**config.mk**
```make
export PLATFORM = sky130hd
export DESIGN_NAME = pattern_data_decompressor_core
export DESIGN_NICKNAME = d
export VERILOG_FILES = /design/src/rtl/core/pdd_pkg.sv /design/src/rtl/core/pdd_in_reg.sv /design/src/rtl/core/pdd_out_reg.sv /design/src/rtl/core/pdd_engine.sv /design/src/rtl/core/pattern_data_decompressor_core.sv
export SDC_FILE = /design/constraint.sdc
export NUM_CORES = 2
export LEC_CHECK = 0
export BUFFER_PORTS_ARGS = -buffer_cell sky130_fd_sc_hd__buf_4
export CAP_MARGIN = 30
export CORE_AREA = 2 2 468 470
export DETAILED_ROUTE_END_ITERATION = 7
export DIE_AREA = 0 0 470 472
export GPL_TIMING_DRIVEN = 0
export MAX_ROUTING_LAYER = met4
export PLACE_DENSITY = 0.73
export SYNTH_ARGS = -nofsm -noshare
export SYNTH_HDL_FRONTEND = slang
export SYNTH_SLANG_ARGS = --single-unit
```
**constraint.sdc**
```tcl
create_clock -name clk -period 6.5 [get_ports clk]
set_input_delay 0.65 -clock clk [delete_from_list [all_inputs] [get_ports clk]]
set_output_delay 0.65 -clock clk [all_outputs]
set_load 0.05 [all_outputs]
```
**src/rtl/core/pdd_pkg.sv**
```systemverilog
package pdd_pkg;

  localparam int BLOCK_DEPTH = 256;
  localparam int IDX_W = $clog2(BLOCK_DEPTH + 1);
  localparam int ADDR_W = (BLOCK_DEPTH > 1) ? $clog2(BLOCK_DEPTH) : 1;
  localparam logic [31:0] DEPTH_LIMIT = 32'(BLOCK_DEPTH);

  localparam logic [1:0] CMD_OFFER  = 2'd0;
  localparam logic [1:0] CMD_PULL   = 2'd1;
  localparam logic [1:0] CMD_FINISH = 2'd2;

  localparam logic [2:0] OP_ZERO    = 3'd0;
  localparam logic [2:0] OP_LITERAL = 3'd1;
  localparam logic [2:0] OP_REPEAT  = 3'd2;
  localparam logic [2:0] OP_COMMON  = 3'd3;
  localparam logic [2:0] OP_ZRUN    = 3'd4;

  localparam logic [2:0] ST_RUN      = 3'd0;
  localparam logic [2:0] ST_DONE     = 3'd1;
  localparam logic [2:0] ST_BAD_OP   = 3'd2;
  localparam logic [2:0] ST_TOO_LONG = 3'd3;
  localparam logic [2:0] ST_TRUNC    = 3'd4;

  typedef struct packed {
    logic [1:0] command;
    logic [7:0] in_byte;
  } req_t;

  typedef struct packed {
    logic       out_valid;
    logic [7:0] out_byte;
    logic       byte_taken;
    logic       more_pending;
    logic [2:0] status;
  } rsp_t;

endpackage

```
**src/rtl/core/pdd_in_reg.sv**
```systemverilog
module pdd_in_reg import pdd_pkg::*; (
  input  logic clk,
  input  logic rst,
  input  logic req_valid,
  output logic req_ready,
  input  req_t req,
  input  logic take,
  output logic held_valid,
  output req_t held
);

  assign req_ready = !held_valid || take;

  always_ff @(posedge clk) begin
    if (rst) begin
      held_valid <= 1'b0;
    end else if (req_ready) begin
      held_valid <= req_valid;
    end
  end

  always_ff @(posedge clk) begin
    if (req_ready && req_valid) begin
      held <= req;
    end
  end

endmodule

```
**src/rtl/core/pdd_out_reg.sv**
```systemverilog
module pdd_out_reg import pdd_pkg::*; (
  input  logic clk,
  input  logic rst,
  input  logic load,
  input  rsp_t rsp_d,
  output logic space,
  output logic rsp_valid,
  input  logic rsp_ready,
  output rsp_t rsp
);

  assign space = !rsp_valid || rsp_ready;

  always_ff @(posedge clk) begin
    if (rst) begin
      rsp_valid <= 1'b0;
    end else if (space) begin
      rsp_valid <= load;
    end
  end

  always_ff @(posedge clk) begin
    if (load) begin
      rsp <= rsp_d;
    end
  end

endmodule

```
**src/rtl/core/pdd_engine.sv**
```systemverilog
module pdd_engine import pdd_pkg::*; (
  input  logic clk,
  input  logic rst,
  input  logic fire,
  input  req_t req_q,
  output rsp_t rsp_d
);

  typedef enum logic [3:0] {
    PH_OPCODE,
    PH_COUNT,
    PH_ARG1,
    PH_ARG2,
    PH_LITERAL,
    PH_LOAD,
    PH_CUSTOM,
    PH_REPLAY,
    PH_ZEROS
  } phase_t;

  // Outcome of the end-of-piece sequencing that follows a block, run or custom.
  typedef struct packed {
    phase_t      phase;
    logic        sl_we;
    logic [31:0] sl_val;
    logic        pend_we;
    logic [31:0] pend_val;
    logic        cp_one;
    logic        idx_clr;
    logic        acc_clr;
    logic        too_long;
  } flow_t;

  phase_t            phase, phase_next;
  logic [2:0]        op, op_next;
  logic [31:0]       run_length, run_length_next;
  logic [31:0]       varint_acc, varint_acc_next;
  logic [31:0]       custom_length, custom_length_next;
  logic [31:0]       sections_left, sections_left_next;
  logic [31:0]       copies_left, copies_left_next;
  logic [IDX_W-1:0]  store_index, store_index_next;
  logic [31:0]       pending_left, pending_left_next;
  logic [2:0]        fault, fault_next;

  logic [7:0]        block_store [BLOCK_DEPTH];
  logic [7:0]        rd_data;
  logic [ADDR_W-1:0] rd_addr, wr_addr;
  logic              mem_we;

  flow_t             f;
  logic              use_f;
  logic              pending;
  logic [31:0]       acc_shift;
  logic [31:0]       pend_dec;
  logic [31:0]       cp_dec;
  logic [IDX_W-1:0]  idx_inc;
  logic              o_valid, o_taken;
  logic [7:0]        o_byte;

  function automatic flow_t after_block(logic [2:0] fop, logic [31:0] rl,
                                        logic [31:0] cl, logic [31:0] sl);
    flow_t r;
    r = '0;
    r.phase = PH_OPCODE;
    if ((fop == OP_COMMON || fop == OP_ZRUN) && sl != 32'd0) begin
      r.sl_we = 1'b1;
      if (cl == 32'd0 && rl == 32'd0) begin
        // nothing left to emit: drop the remaining sections
        r.sl_val = 32'd0;
      end else begin
        r.sl_val = sl - 32'd1;
        if (cl != 32'd0) begin
          r.pend_we  = 1'b1;
          r.pend_val = cl;
          r.phase    = PH_CUSTOM;
        end else if (fop == OP_ZRUN) begin
          r.pend_we  = 1'b1;
          r.pend_val = rl;
          r.phase    = PH_ZEROS;
        end else begin
          r.cp_one  = 1'b1;
          r.idx_clr = 1'b1;
          r.phase   = PH_REPLAY;
        end
      end
    end
    return r;
  endfunction

  function automatic flow_t begin_zeros(logic [2:0] fop, logic [31:0] rl,
                                        logic [31:0] cl, logic [31:0] sl);
    flow_t r;
    r = after_block(fop, rl, cl, sl);
    if (rl != 32'd0) begin
      r = '0;
      r.pend_we  = 1'b1;
      r.pend_val = rl;
      r.phase    = PH_ZEROS;
    end
    return r;
  endfunction

  function automatic flow_t after_custom(logic [2:0] fop, logic [31:0] rl,
                                         logic [31:0] cl, logic [31:0] sl);
    flow_t r;
    r = begin_zeros(fop, rl, cl, sl);
    if (fop != OP_ZRUN && rl != 32'd0) begin
      r = '0;
      r.cp_one  = 1'b1;
      r.idx_clr = 1'b1;
      r.phase   = PH_REPLAY;
    end
    return r;
  endfunction

  function automatic flow_t after_load(logic [2:0] fop, logic [31:0] rl, logic [31:0] cl,
                                       logic [31:0] sl, logic [31:0] cp);
    flow_t r;
    r = after_block(fop, rl, cl, sl);
    if (fop == OP_REPEAT && cp != 32'd0 && rl != 32'd0) begin
      r = '0;
      r.idx_clr = 1'b1;
      r.phase   = PH_REPLAY;
    end
    return r;
  endfunction

  function automatic flow_t begin_load(logic [2:0] fop, logic [31:0] rl, logic [31:0] cl,
                                       logic [31:0] sl, logic [31:0] cp);
    flow_t r;
    r = '0;
    r.phase = PH_LOAD;
    if (rl == 32'd0) begin
      r = after_load(fop, rl, cl, sl, cp);
    end
    r.idx_clr = 1'b1;
    if (rl > DEPTH_LIMIT) begin
      r.too_long = 1'b1;
    end
    return r;
  endfunction

  function automatic flow_t start_op(logic [2:0] fop, logic [31:0] rl,
                                     logic [31:0] cl, logic [31:0] sl);
    flow_t r;
    r = '0;
    if (fop == OP_ZERO) begin
      r = begin_zeros(fop, rl, cl, sl);
    end else if (fop == OP_LITERAL) begin
      r.pend_we  = 1'b1;
      r.pend_val = rl;
      r.phase    = (rl == 32'd0) ? PH_OPCODE : PH_LITERAL;
    end else begin
      r.acc_clr = 1'b1;
      r.phase   = PH_ARG1;
    end
    return r;
  endfunction

  assign pending   = (phase == PH_REPLAY) || (phase == PH_ZEROS);
  assign acc_shift = {varint_acc[24:0], req_q.in_byte[6:0]};
  assign pend_dec  = pending_left - 32'd1;
  assign cp_dec    = copies_left - 32'd1;
  assign idx_inc   = store_index + IDX_W'(1);

  always_comb begin
    phase_next         = phase;
    op_next            = op;
    run_length_next    = run_length;
    varint_acc_next    = varint_acc;
    custom_length_next = custom_length;
    sections_left_next = sections_left;
    copies_left_next   = copies_left;
    store_index_next   = store_index;
    pending_left_next  = pending_left;
    fault_next         = fault;
    f                  = '0;
    use_f              = 1'b0;
    mem_we             = 1'b0;
    o_valid            = 1'b0;
    o_byte             = 8'd0;
    o_taken            = 1'b0;

    if (fire && fault == ST_RUN) begin
      unique case (req_q.command)
        CMD_OFFER: begin
          if (!pending) begin
            o_taken = 1'b1;
            unique case (phase)
              PH_OPCODE: begin
                if (req_q.in_byte[7:5] > OP_ZRUN) begin
                  fault_next = ST_BAD_OP;
                end else begin
                  op_next            = req_q.in_byte[7:5];
                  sections_left_next = 32'd0;
                  copies_left_next   = 32'd0;
                  if (req_q.in_byte[4:0] == 5'd0) begin
                    varint_acc_next = 32'd0;
                    phase_next      = PH_COUNT;
                  end else begin
                    run_length_next = {27'd0, req_q.in_byte[4:0]};
                    f = start_op(req_q.in_byte[7:5], {27'd0, req_q.in_byte[4:0]},
                                 custom_length, 32'd0);
                    use_f = 1'b1;
                  end
                end
              end
              PH_COUNT, PH_ARG1, PH_ARG2: begin
                if (req_q.in_byte[7]) begin
                  varint_acc_next = acc_shift;
                end else begin
                  varint_acc_next = 32'd0;
                  use_f = 1'b1;
                  if (phase == PH_COUNT) begin
                    run_length_next = acc_shift;
                    f = start_op(op, acc_shift, custom_length, sections_left);
                  end else if (phase == PH_ARG1) begin
                    if (op == OP_REPEAT) begin
                      copies_left_next = acc_shift;
                      f = begin_load(op, run_length, custom_length, sections_left,
                                     acc_shift);
                    end else begin
                      custom_length_next = acc_shift;
                      use_f              = 1'b0;
                      phase_next         = PH_ARG2;
                    end
                  end else begin
                    sections_left_next = acc_shift;
                    if (op == OP_COMMON) begin
                      f = begin_load(op, run_length, custom_length, acc_shift,
                                     copies_left);
                    end else begin
                      f = begin_zeros(op, run_length, custom_length, acc_shift);
                    end
                  end
                end
              end
              PH_LITERAL, PH_CUSTOM: begin
                o_valid           = 1'b1;
                o_byte            = req_q.in_byte;
                pending_left_next = pend_dec;
                if (pend_dec == 32'd0) begin
                  if (phase == PH_LITERAL) begin
                    phase_next = PH_OPCODE;
                  end else begin
                    f     = after_custom(op, run_length, custom_length, sections_left);
                    use_f = 1'b1;
                  end
                end
              end
              PH_LOAD: begin
                mem_we           = 1'b1;
                o_valid          = 1'b1;
                o_byte           = req_q.in_byte;
                store_index_next = idx_inc;
                if (32'(idx_inc) >= run_length) begin
                  f = after_load(op, run_length, custom_length, sections_left,
                                 copies_left);
                  use_f = 1'b1;
                end
              end
              default: ;
            endcase
          end
        end
        CMD_PULL: begin
          if (phase == PH_ZEROS) begin
            o_valid           = 1'b1;
            pending_left_next = pend_dec;
            if (pend_dec == 32'd0) begin
              f     = after_block(op, run_length, custom_length, sections_left);
              use_f = 1'b1;
            end
          end else if (phase == PH_REPLAY) begin
            o_valid          = 1'b1;
            o_byte           = rd_data;
            store_index_next = idx_inc;
            if (32'(idx_inc) >= run_length) begin
              // one copy finished: rewind and count it off
              store_index_next = '0;
              copies_left_next = cp_dec;
              if (cp_dec == 32'd0) begin
                f     = after_block(op, run_length, custom_length, sections_left);
                use_f = 1'b1;
              end
            end
          end
        end
        CMD_FINISH: begin
          if (!pending) begin
            fault_next = (phase == PH_OPCODE) ? ST_DONE : ST_TRUNC;
          end
        end
        default: ;
      endcase
    end

    if (use_f) begin
      phase_next = f.phase;
      if (f.sl_we) begin
        sections_left_next = f.sl_val;
      end
      if (f.pend_we) begin
        pending_left_next = f.pend_val;
      end
      if (f.cp_one) begin
        copies_left_next = 32'd1;
      end
      if (f.idx_clr) begin
        store_index_next = '0;
      end
      if (f.acc_clr) begin
        varint_acc_next = 32'd0;
      end
      if (f.too_long) begin
        fault_next = ST_TOO_LONG;
      end
    end

    rsp_d.status       = fault_next;
    rsp_d.more_pending = (fault_next == ST_RUN) &&
                         (phase_next == PH_REPLAY || phase_next == PH_ZEROS);
    rsp_d.out_valid    = (fault_next == ST_RUN) && o_valid;
    rsp_d.out_byte     = (fault_next == ST_RUN) ? o_byte : 8'd0;
    rsp_d.byte_taken   = (fault_next == ST_RUN) && o_taken;
  end

  always_ff @(posedge clk) begin
    if (rst) begin
      phase         <= PH_OPCODE;
      op            <= OP_ZERO;
      run_length    <= 32'd0;
      varint_acc    <= 32'd0;
      custom_length <= 32'd0;
      sections_left <= 32'd0;
      copies_left   <= 32'd0;
      store_index   <= '0;
      pending_left  <= 32'd0;
      fault         <= ST_RUN;
    end else begin
      phase         <= phase_next;
      op            <= op_next;
      run_length    <= run_length_next;
      varint_acc    <= varint_acc_next;
      custom_length <= custom_length_next;
      sections_left <= sections_left_next;
      copies_left   <= copies_left_next;
      store_index   <= store_index_next;
      pending_left  <= pending_left_next;
      fault         <= fault_next;
    end
  end

  // Read ahead at the next index so replay data is registered when the pull comes.
  assign wr_addr = store_index[ADDR_W-1:0];
  assign rd_addr = store_index_next[ADDR_W-1:0];

  always_ff @(posedge clk) begin
    if (mem_we) begin
      block_store[wr_addr] <= req_q.in_byte;
    end
    if (mem_we && wr_addr == rd_addr) begin
      rd_data <= req_q.in_byte;
    end else begin
      rd_data <= block_store[rd_addr];
    end
  end

endmodule

```
**src/rtl/core/pattern_data_decompressor_core.sv**
```systemverilog
// Pattern data decompressor: each request carries one command (offer a compressed byte,
// pull a pending output byte, or finish the stream) and produces exactly one response
// with the decoded byte, whether the offered byte was taken, whether replay or zero
// bytes still wait for pulls, and the sticky status. One request is accepted every
// cycle while the response register has room or is being read; each request passes
// the input register, then the parse step that updates the decoder state, then the
// response register, and a new request can enter while the last is parsed. Repeated
// blocks live in a 256-byte store with one write port and one registered read port,
// read one index ahead, so replay pulls are served one per accepted request. The
// store needs no clearing after reset; only bytes loaded by the current block are replayed.
module pattern_data_decompressor_core import pdd_pkg::*; (
  input  logic clk,
  input  logic rst,
  input  logic req_valid,
  output logic req_ready,
  input  req_t req,
  output logic rsp_valid,
  input  logic rsp_ready,
  output rsp_t rsp
);

  logic held_valid;
  req_t held;
  logic space;
  logic fire;
  rsp_t rsp_d;

  assign fire = held_valid && space;

  pdd_in_reg u_in_reg (
    .clk        (clk),
    .rst        (rst),
    .req_valid  (req_valid),
    .req_ready  (req_ready),
    .req        (req),
    .take       (fire),
    .held_valid (held_valid),
    .held       (held)
  );

  pdd_engine u_engine (
    .clk   (clk),
    .rst   (rst),
    .fire  (fire),
    .req_q (held),
    .rsp_d (rsp_d)
  );

  pdd_out_reg u_out_reg (
    .clk       (clk),
    .rst       (rst),
    .load      (fire),
    .rsp_d     (rsp_d),
    .space     (space),
    .rsp_valid (rsp_valid),
    .rsp_ready (rsp_ready),
    .rsp       (rsp)
  );

endmodule

```
; Word level (Yosys, flattened, before mapping)
; Memories as Yosys holds them, arrays and structs flattened. A register that Yosys moved wholly into a read port is not among the register bits.
; Index checks and enable logic that the tools add are counted.
[word_totals]
ramBits = 2048
wordCells = 285
mem_count = 1
regBits = 237
[classes]
n_reduce_logical = 48
bitwise_logic = 5
mux = 182
add_sub_neg = 5
n_lt_le_gt_ge = 3
n_eq_ne = 22
[mem_list]
columns = name, depth, word_bits, rd, rd_ports_with_merged_regs, write_ports, line_no
row1 = u_engine.block_store, 256, 8, 1, 1, 1, pdd_engine.sv:45  ; logic [7:0] block_store [BLOCK_DEPTH];
[ops]
columns = cell, count
row1 = $mux W74, 27
row2 = $mux W32, 42
row3 = $pmux W32 S2, 6
row4 = $mux W33, 10
row5 = $pmux W74 S4, 1
row6 = $mux W72, 3
row7 = $logic_not A32 Y1, 5
row8 = $reduce_bool A32 Y1, 5
row9 = $pmux W74 S2, 1
row10 = $sub A32 B1 Y32 const B, 4
row11 = $mux W4, 19
row12 = $mux W9, 8
row13 = $mux W35, 2
row14 = $mux W1, 38
row15 = $ge A9 B32 Y1, 1
row16 = $gt A32 B9 Y1 const B, 1
row17 = $mux W8, 4
row18 = $mux W3, 10
row19 = $eq A4 B3 Y1 const B, 5
row20 = $pmux W9 S2, 1
row21 = $pmux W8 S2, 1
row22 = $reduce_and A8 Y1, 2
row23 = $logic_and A1 B1 Y1, 15
row24 = $logic_not A3 Y1, 4
row25 = other kinds (30), 50

; Longest topological paths before layout
[depth]
depth_word = 20
depth_mapped = 19
ltp_nobuf = 16

; Modules after synthesis
; Synthesis repeated with hierarchy kept, for this count alone.
[unflattened]
hier_cells = 5537
hier_area_um2 = 95611.7
[by_module_without_submodules]
columns = module, area_each_um2, seq_area_each_um2, cells_each, n_inst
row1 = pdd_engine, 94783.4, 65743.1, 5503, 1
row2 = pdd_out_reg, 466.7, 440.4, 18, 1
row3 = pdd_in_reg, 355.3, 320.3, 15, 1
row4 = pattern_data_decompressor_core, 6.3, 0.0, 1, 1

; Least setup slack after synthesis
; No wires, ideal clock.
[synth_timing]
kind = reg-to-reg
start = register, netlist name u_in_reg.held[0]
end = register u_engine.pending_left[1]
synth_period_minus_slack_ns = 6.411
n_path_buf = 3
arrival_time_ns = 6.325
slack_ns = 0.089
path_stages_with_launch = 17
setup_time_ns = 0.086
required_time_ns = 6.414
cell_sequence = edfxtp_1 clkbuf_1 inv_1 ha_1 or4b_2 clkbuf_1 nor4_1 and4_1 or4_1 o21ai_0 clkbuf_1 a22oi_1 o21ai_0 a21oi_1 o21ai_0 a221oi_1 a211oi_1
[synth_via]
elab_chain_len = 15
[synth_lines]
columns = item, line_no
row1 = $reduce_bool A32 Y1, "pdd_engine.sv:65, pdd_engine.sv:94, pdd_engine.sv:120"
row2 = "$logic_and A1 B1 Y1, on equally long branches", "pdd_engine.sv:65, pdd_engine.sv:120"
row3 = $mux W72 or $logic_and A1 B1 Y1 (tied branches), "pdd_engine.sv:65, pdd_engine.sv:120"
row4 = $mux W74, pdd_engine.sv:120  ; if (fop == OP_REPEAT && cp != 32'd0 && rl != 32'd0) begin
row5 = $mux W74, pdd_engine.sv:133  ; if (rl == 32'd0) begin
row6 = "$mux W74, on equally long branches", "pdd_engine.sv:229, pdd_engine.sv:218"
row7 = $mux W74, pdd_engine.sv:217  ; end else if (phase == PH_ARG1) begin
row8 = $mux W74, pdd_engine.sv:214  ; if (phase == PH_COUNT) begin
row9 = $mux W74, pdd_engine.sv:209  ; if (req_q.in_byte[7]) begin
row10 = $pmux W74 S4, pdd_engine.sv:189  ; unique case (phase)
row11 = $mux W74, pdd_engine.sv:187  ; if (!pending) begin
row12 = $pmux W74 S2, pdd_engine.sv:185  ; unique case (req_q.command)
row13 = $mux W74, pdd_engine.sv:184  ; if (fire && fault == ST_RUN) begin
row14 = $mux W32, pdd_engine.sv:303  ; if (f.pend_we) begin
row15 = $mux W32 *, pdd_engine.sv:298  ; if (use_f) begin
row16 = end signal: assignment, pdd_engine.sv:349  ; pending_left <= pending_left_next;
row17 = end: declaration, pdd_engine.sv:42  ; logic [31:0] pending_left, pending_left_next;
; Every way passes the cells marked *; elsewhere a longest branch is shown, timed or not.
; A chain may end at the register's enable or synchronous reset.

; Worst setup path after layout
[layout_timing]
start = register u_engine.store_index[1]
end = register u_engine.pending_left[10]
[layout_via]
elab_chain_len = 9
[layout_lines]
columns = item, line_no
row1 = start: declaration, pdd_engine.sv:41  ; logic [IDX_W-1:0] store_index, store_index_next;
row2 = start signal: assignment, pdd_engine.sv:348  ; store_index <= store_index_next;
row3 = $add A9 B1 Y9 *, pdd_engine.sv:164  ; assign idx_inc = store_index + IDX_W'(1);
row4 = $ge A9 B32 Y1 *, "pdd_engine.sv:256, pdd_engine.sv:278"
row5 = "$mux W74, on equally long branches", "pdd_engine.sv:256, pdd_engine.sv:278"
row6 = $pmux W74 S4 or $mux W74 (tied branches), "pdd_engine.sv:189, pdd_engine.sv:274"
row7 = "$mux W74, on equally long branches", "pdd_engine.sv:187, pdd_engine.sv:267"
row8 = $pmux W74 S2, pdd_engine.sv:185
row9 = $mux W74, pdd_engine.sv:184
row10 = $mux W32, pdd_engine.sv:303
row11 = $mux W32 *, pdd_engine.sv:298
; Marks and branches as above.

==> reports/metrics.yaml <==
status:
  status: "finished clean"
synth:
  synth_xor_area_share_pct: 1.03
  synthMuxAreaShare_pct: 16.3
  async_flop_share_pct: 0
  synthAdderAreaFrac_pct: 0.263
  synth_ff_type: "edfxtp_1"
  synth_area_sq_um: 95000
  synth-edff-count: 2072
  synth_top_family_by_area: "multiplexers"
  synthCells: 5448
  ys_warn_count: 0
  yosysUniqueCellTypes: 81
  ys_ff_latch: 2286
  yosys.area_share.simple_pct: 5.80
  syn-num-nets: 5482
  synth_compound_area_share_pct: 4.89
  synth.avg_cell_area_sq_um: 17.4
  seq_area_frac_synth_pct: 70.0
hold_path:
  hold_path_end: "u_out_reg.rsp_valid"
  min-delay-start: "rsp_ready"
  min_path_cells: 4
  hold_path_class: "primary input to register"
final_layout:
  nets: 5900
  final_cells: 8910
  postLayoutCoreUtil_pct: 50.7
  drive_above_1_share_pct: 20.8
  synthToLayoutAreaGrowth_pct: 15.6
  final_area_sq_um: 110000
job:
  drv_cap: 0
floorplanning:
  core_area_sq_um: 217000
  start_util_pct: 43.9
  fp.dieW_um: 470
  die_y_um: 472
  num_rows: 171
  die_area_sq_um: 222000
  pin_count: 30
pwr:
  p_leak_nw: 33.7
  pwr-share-seq_pct: 50.0
  switching_power_mw: 7.37
  combPwrFrac_pct: 8.5
  p_sw_share_pct: 22.9
  power_density_nw_per_um2: 293
  pwr-share-clk_pct: 41.6
  vdd_ir_drop_max_mv: 0.333
  p_int_mw: 24.8
sta:
  fin_crit_sh_pct: 97.8
  whs_ns: 0.130
  period_minus_slack_ns: 6.36
  fmax_mhz: 157
  slew-limit-headroom_pct: 24.6
  drv_slew: 0
  setup_viol: 0
  rsz0062_at_grt: "no"
  hold_violations: 0
  tightest_slew_ns: 1.12
  finClkSkew_ns: 0.0890
worst_setup_path:
  r2r_slack_ns: 0.14
  ff2ff_path_depth: 16
  timing.rr.start: "u_engine.store_index[1]"
  cp.arrival_ns: 7.02
  cp-start-kind: "register"
  worstSetupEndpointType: "register"
  critPathMaxFanout: 10
  timing.rr.end: "u_engine.pending_left[10]"
  required_ns: 7.16
  cp-startpoint: "u_engine.store_index[1]"
  crit_type: "register to register"
grt:
  grt_pass1_vias: 55695
  use_met2_pct: 39.4
  track_usage_pct: 25.7
  grt.met3_usage_pct: 6.27
  grt-ovfl-total: 0
  globalRoute.busiestLayer: "met2"
  grt_max_degree: 35
  grt_use_met1_pct: 33.1
  grt_antenna_before_repair: 20
  grt_pass1_wl_um: 402000
clock_network:
  post_cts_resized: 0
  postCtsSetupBuffers: 0
  cts_buffer_depth: 3
  cts.clk_slew.worst_paths_ns: 0.06
  clock-sinks: 2286
  cts_tree: "built"
  root_buffer: "clkbuf_16"
  numCtsBuffers: 215
  htreeDepth: 4
  clock_latency_ns: 0.90
place:
  placed_cell_area_sq_um: 102000
  io_buffers: 28
  hpwl_um: 191000
  dp.cells: 8480
  gp_congestion: 0.996
routing:
  avgRoutedWirePerCell_um: 31.5
  vias: 56835
  drc: 0
  drtIter0Drc: 8996
  viasPerCell: 6.38
  drtAntennaViolNets: 0
  dr.pass1.iters: 8
  drt_wl_total_um: 281000
==> critical path, stage by stage, from the launching register on <==
cell and delay, ns:
dfxtp_1 0.44, ha_1 0.18, clkbuf_1 0.36, nand2_1 0.73, nor3_1 0.66, xor2_1 0.18, ha_1 0.24, a211o_1 0.30
o21a_1 0.36, and3_1 0.25, a41oi_1 0.37, o22ai_1 0.28, a31o_2 0.43, and2_0 0.19, a2111oi_0 0.87, buf_2 0.28
a211oi_1 0.05
==> cell type report <==
class	instances	area, sq um
fill	16770	107000
sequential	2286	66500
multi-input combinational	2736	26900
clock buffer	246	5580
timing repair buffer	201	3690
tap	2854	3570
clock inverter	154	1960
buffer	389	1500
inverter	37	139
antenna	7	17.5
==> how the worst max path moves through the flow <==
stage | end | slack [ns] | cells after the start
2_1_floorplan | u_engine.pending_left[1] | 0.09 | 16
3_3_place_gp | u_engine.pending_left[10] | -4.93 | 15
3_5_place_dp | u_engine.pending_left[10] | 0.56 | 17
4_1_cts | u_engine.pending_left[10] | 0.50 | 17
5_1_grt | u_engine.pending_left[10] | 0.07 | 18
6_report | u_engine.pending_left[10] | 0.14 | 16
==> timing repair <==
item / in CTS / in global routing
endpoints found under the setup margin: 0 / 0
hold buffers: 11 / 0
endpoints found under the hold margin: 11 / 0
==> logic make-up after synthesis <==
| kind of cell | count (synthesis) |
|---|---|
| buffers and inverters | 426 |
| flip-flops | 2286 |
| adder cells (fa/ha/maj) | 20 |
| multiplexers | 694 |
| XOR/XNOR | 112 |
| AND/OR/NAND/NOR | 1212 |
| AO/OA/AOI/OAI | 698 |
==> cell usage after synthesis, types with 56 or more instances <==
| master | number | area, sq um |
|---|---|---|
| nand3_1 | 56 | 280 |
| dfxtp_1 | 214 | 4280 |
| buf_1 | 62 | 233 |
| nor3_1 | 93 | 465 |
| nand2_1 | 236 | 886 |
| xnor2_1 | 65 | 569 |
| nor2_1 | 583 | 2190 |
| o21ai_0 | 86 | 430 |
| a211oi_1 | 69 | 518 |
| a21oi_1 | 225 | 1130 |
| clkbuf_1 | 316 | 1190 |
| edfxtp_1 | 2072 | 62200 |
| mux4_2 | 680 | 15300 |
==> power groups by stage <==
stage,Combinational (mW),Sequential (mW),Clock (mW)
2_1_floorplan,1.38,16.5,0
3_3_place_gp,2.11,16.7,0
3_5_place_dp,2.62,16.4,0
4_1_cts,2.66,16.1,13.4
5_1_grt,2.80,16.1,14.0
6_report,2.72,16.1,13.4
==> cells in the final DEF, fill, tap and decap left out, drive strengths merged, types with 55 or more instances in the layout <==
cell type | synthesis | final
mux4 | 680 | 680
nand2 | 236 | 236
nor3 | 93 | 93
dfxtp | 214 | 214
clkbuf | 316 | 562
o21ai | 92 | 92
clkinv | 0 | 99
a211oi | 69 | 69
nor2 | 583 | 583
nor4 | 55 | 55
xnor2 | 65 | 65
buf | 73 | 263
a21oi | 225 | 225
nand3 | 57 | 57
edfxtp | 2072 | 2072
==> routing by layer <==
metal	part of all wire, %	up-vias
li1	-	22946
met1	37	29164
met2	47	4098
met3	12	627
met4	4.3	0
met5	0	-
==> sequential cells by signal, summed over array words and instances, names as in the netlist, 9 cells and up, named ones only <==
name                    flops
u_engine.block_store     2048
u_engine.custom_length     32
u_engine.pending_left      32
u_engine.varint_acc        25
u_in_reg.held              10
u_engine.store_index        9
u_out_reg.rsp              14
u_engine.sections_left     32
u_engine.run_length        32
u_engine.copies_left       32
==> metrics by stage <==
step,setup slack (ns),setup TNS (ns),power (mW)
final,0.143,0,32.2
after global routing,0.0683,0,32.8
after CTS,0.498,0,32.1
after detailed placement,0.561,0,19.0
after global placement,-4.93,-3607.69,18.8
after floorplan,0.0892,0,17.9
(Power assumes the default switching activity.)
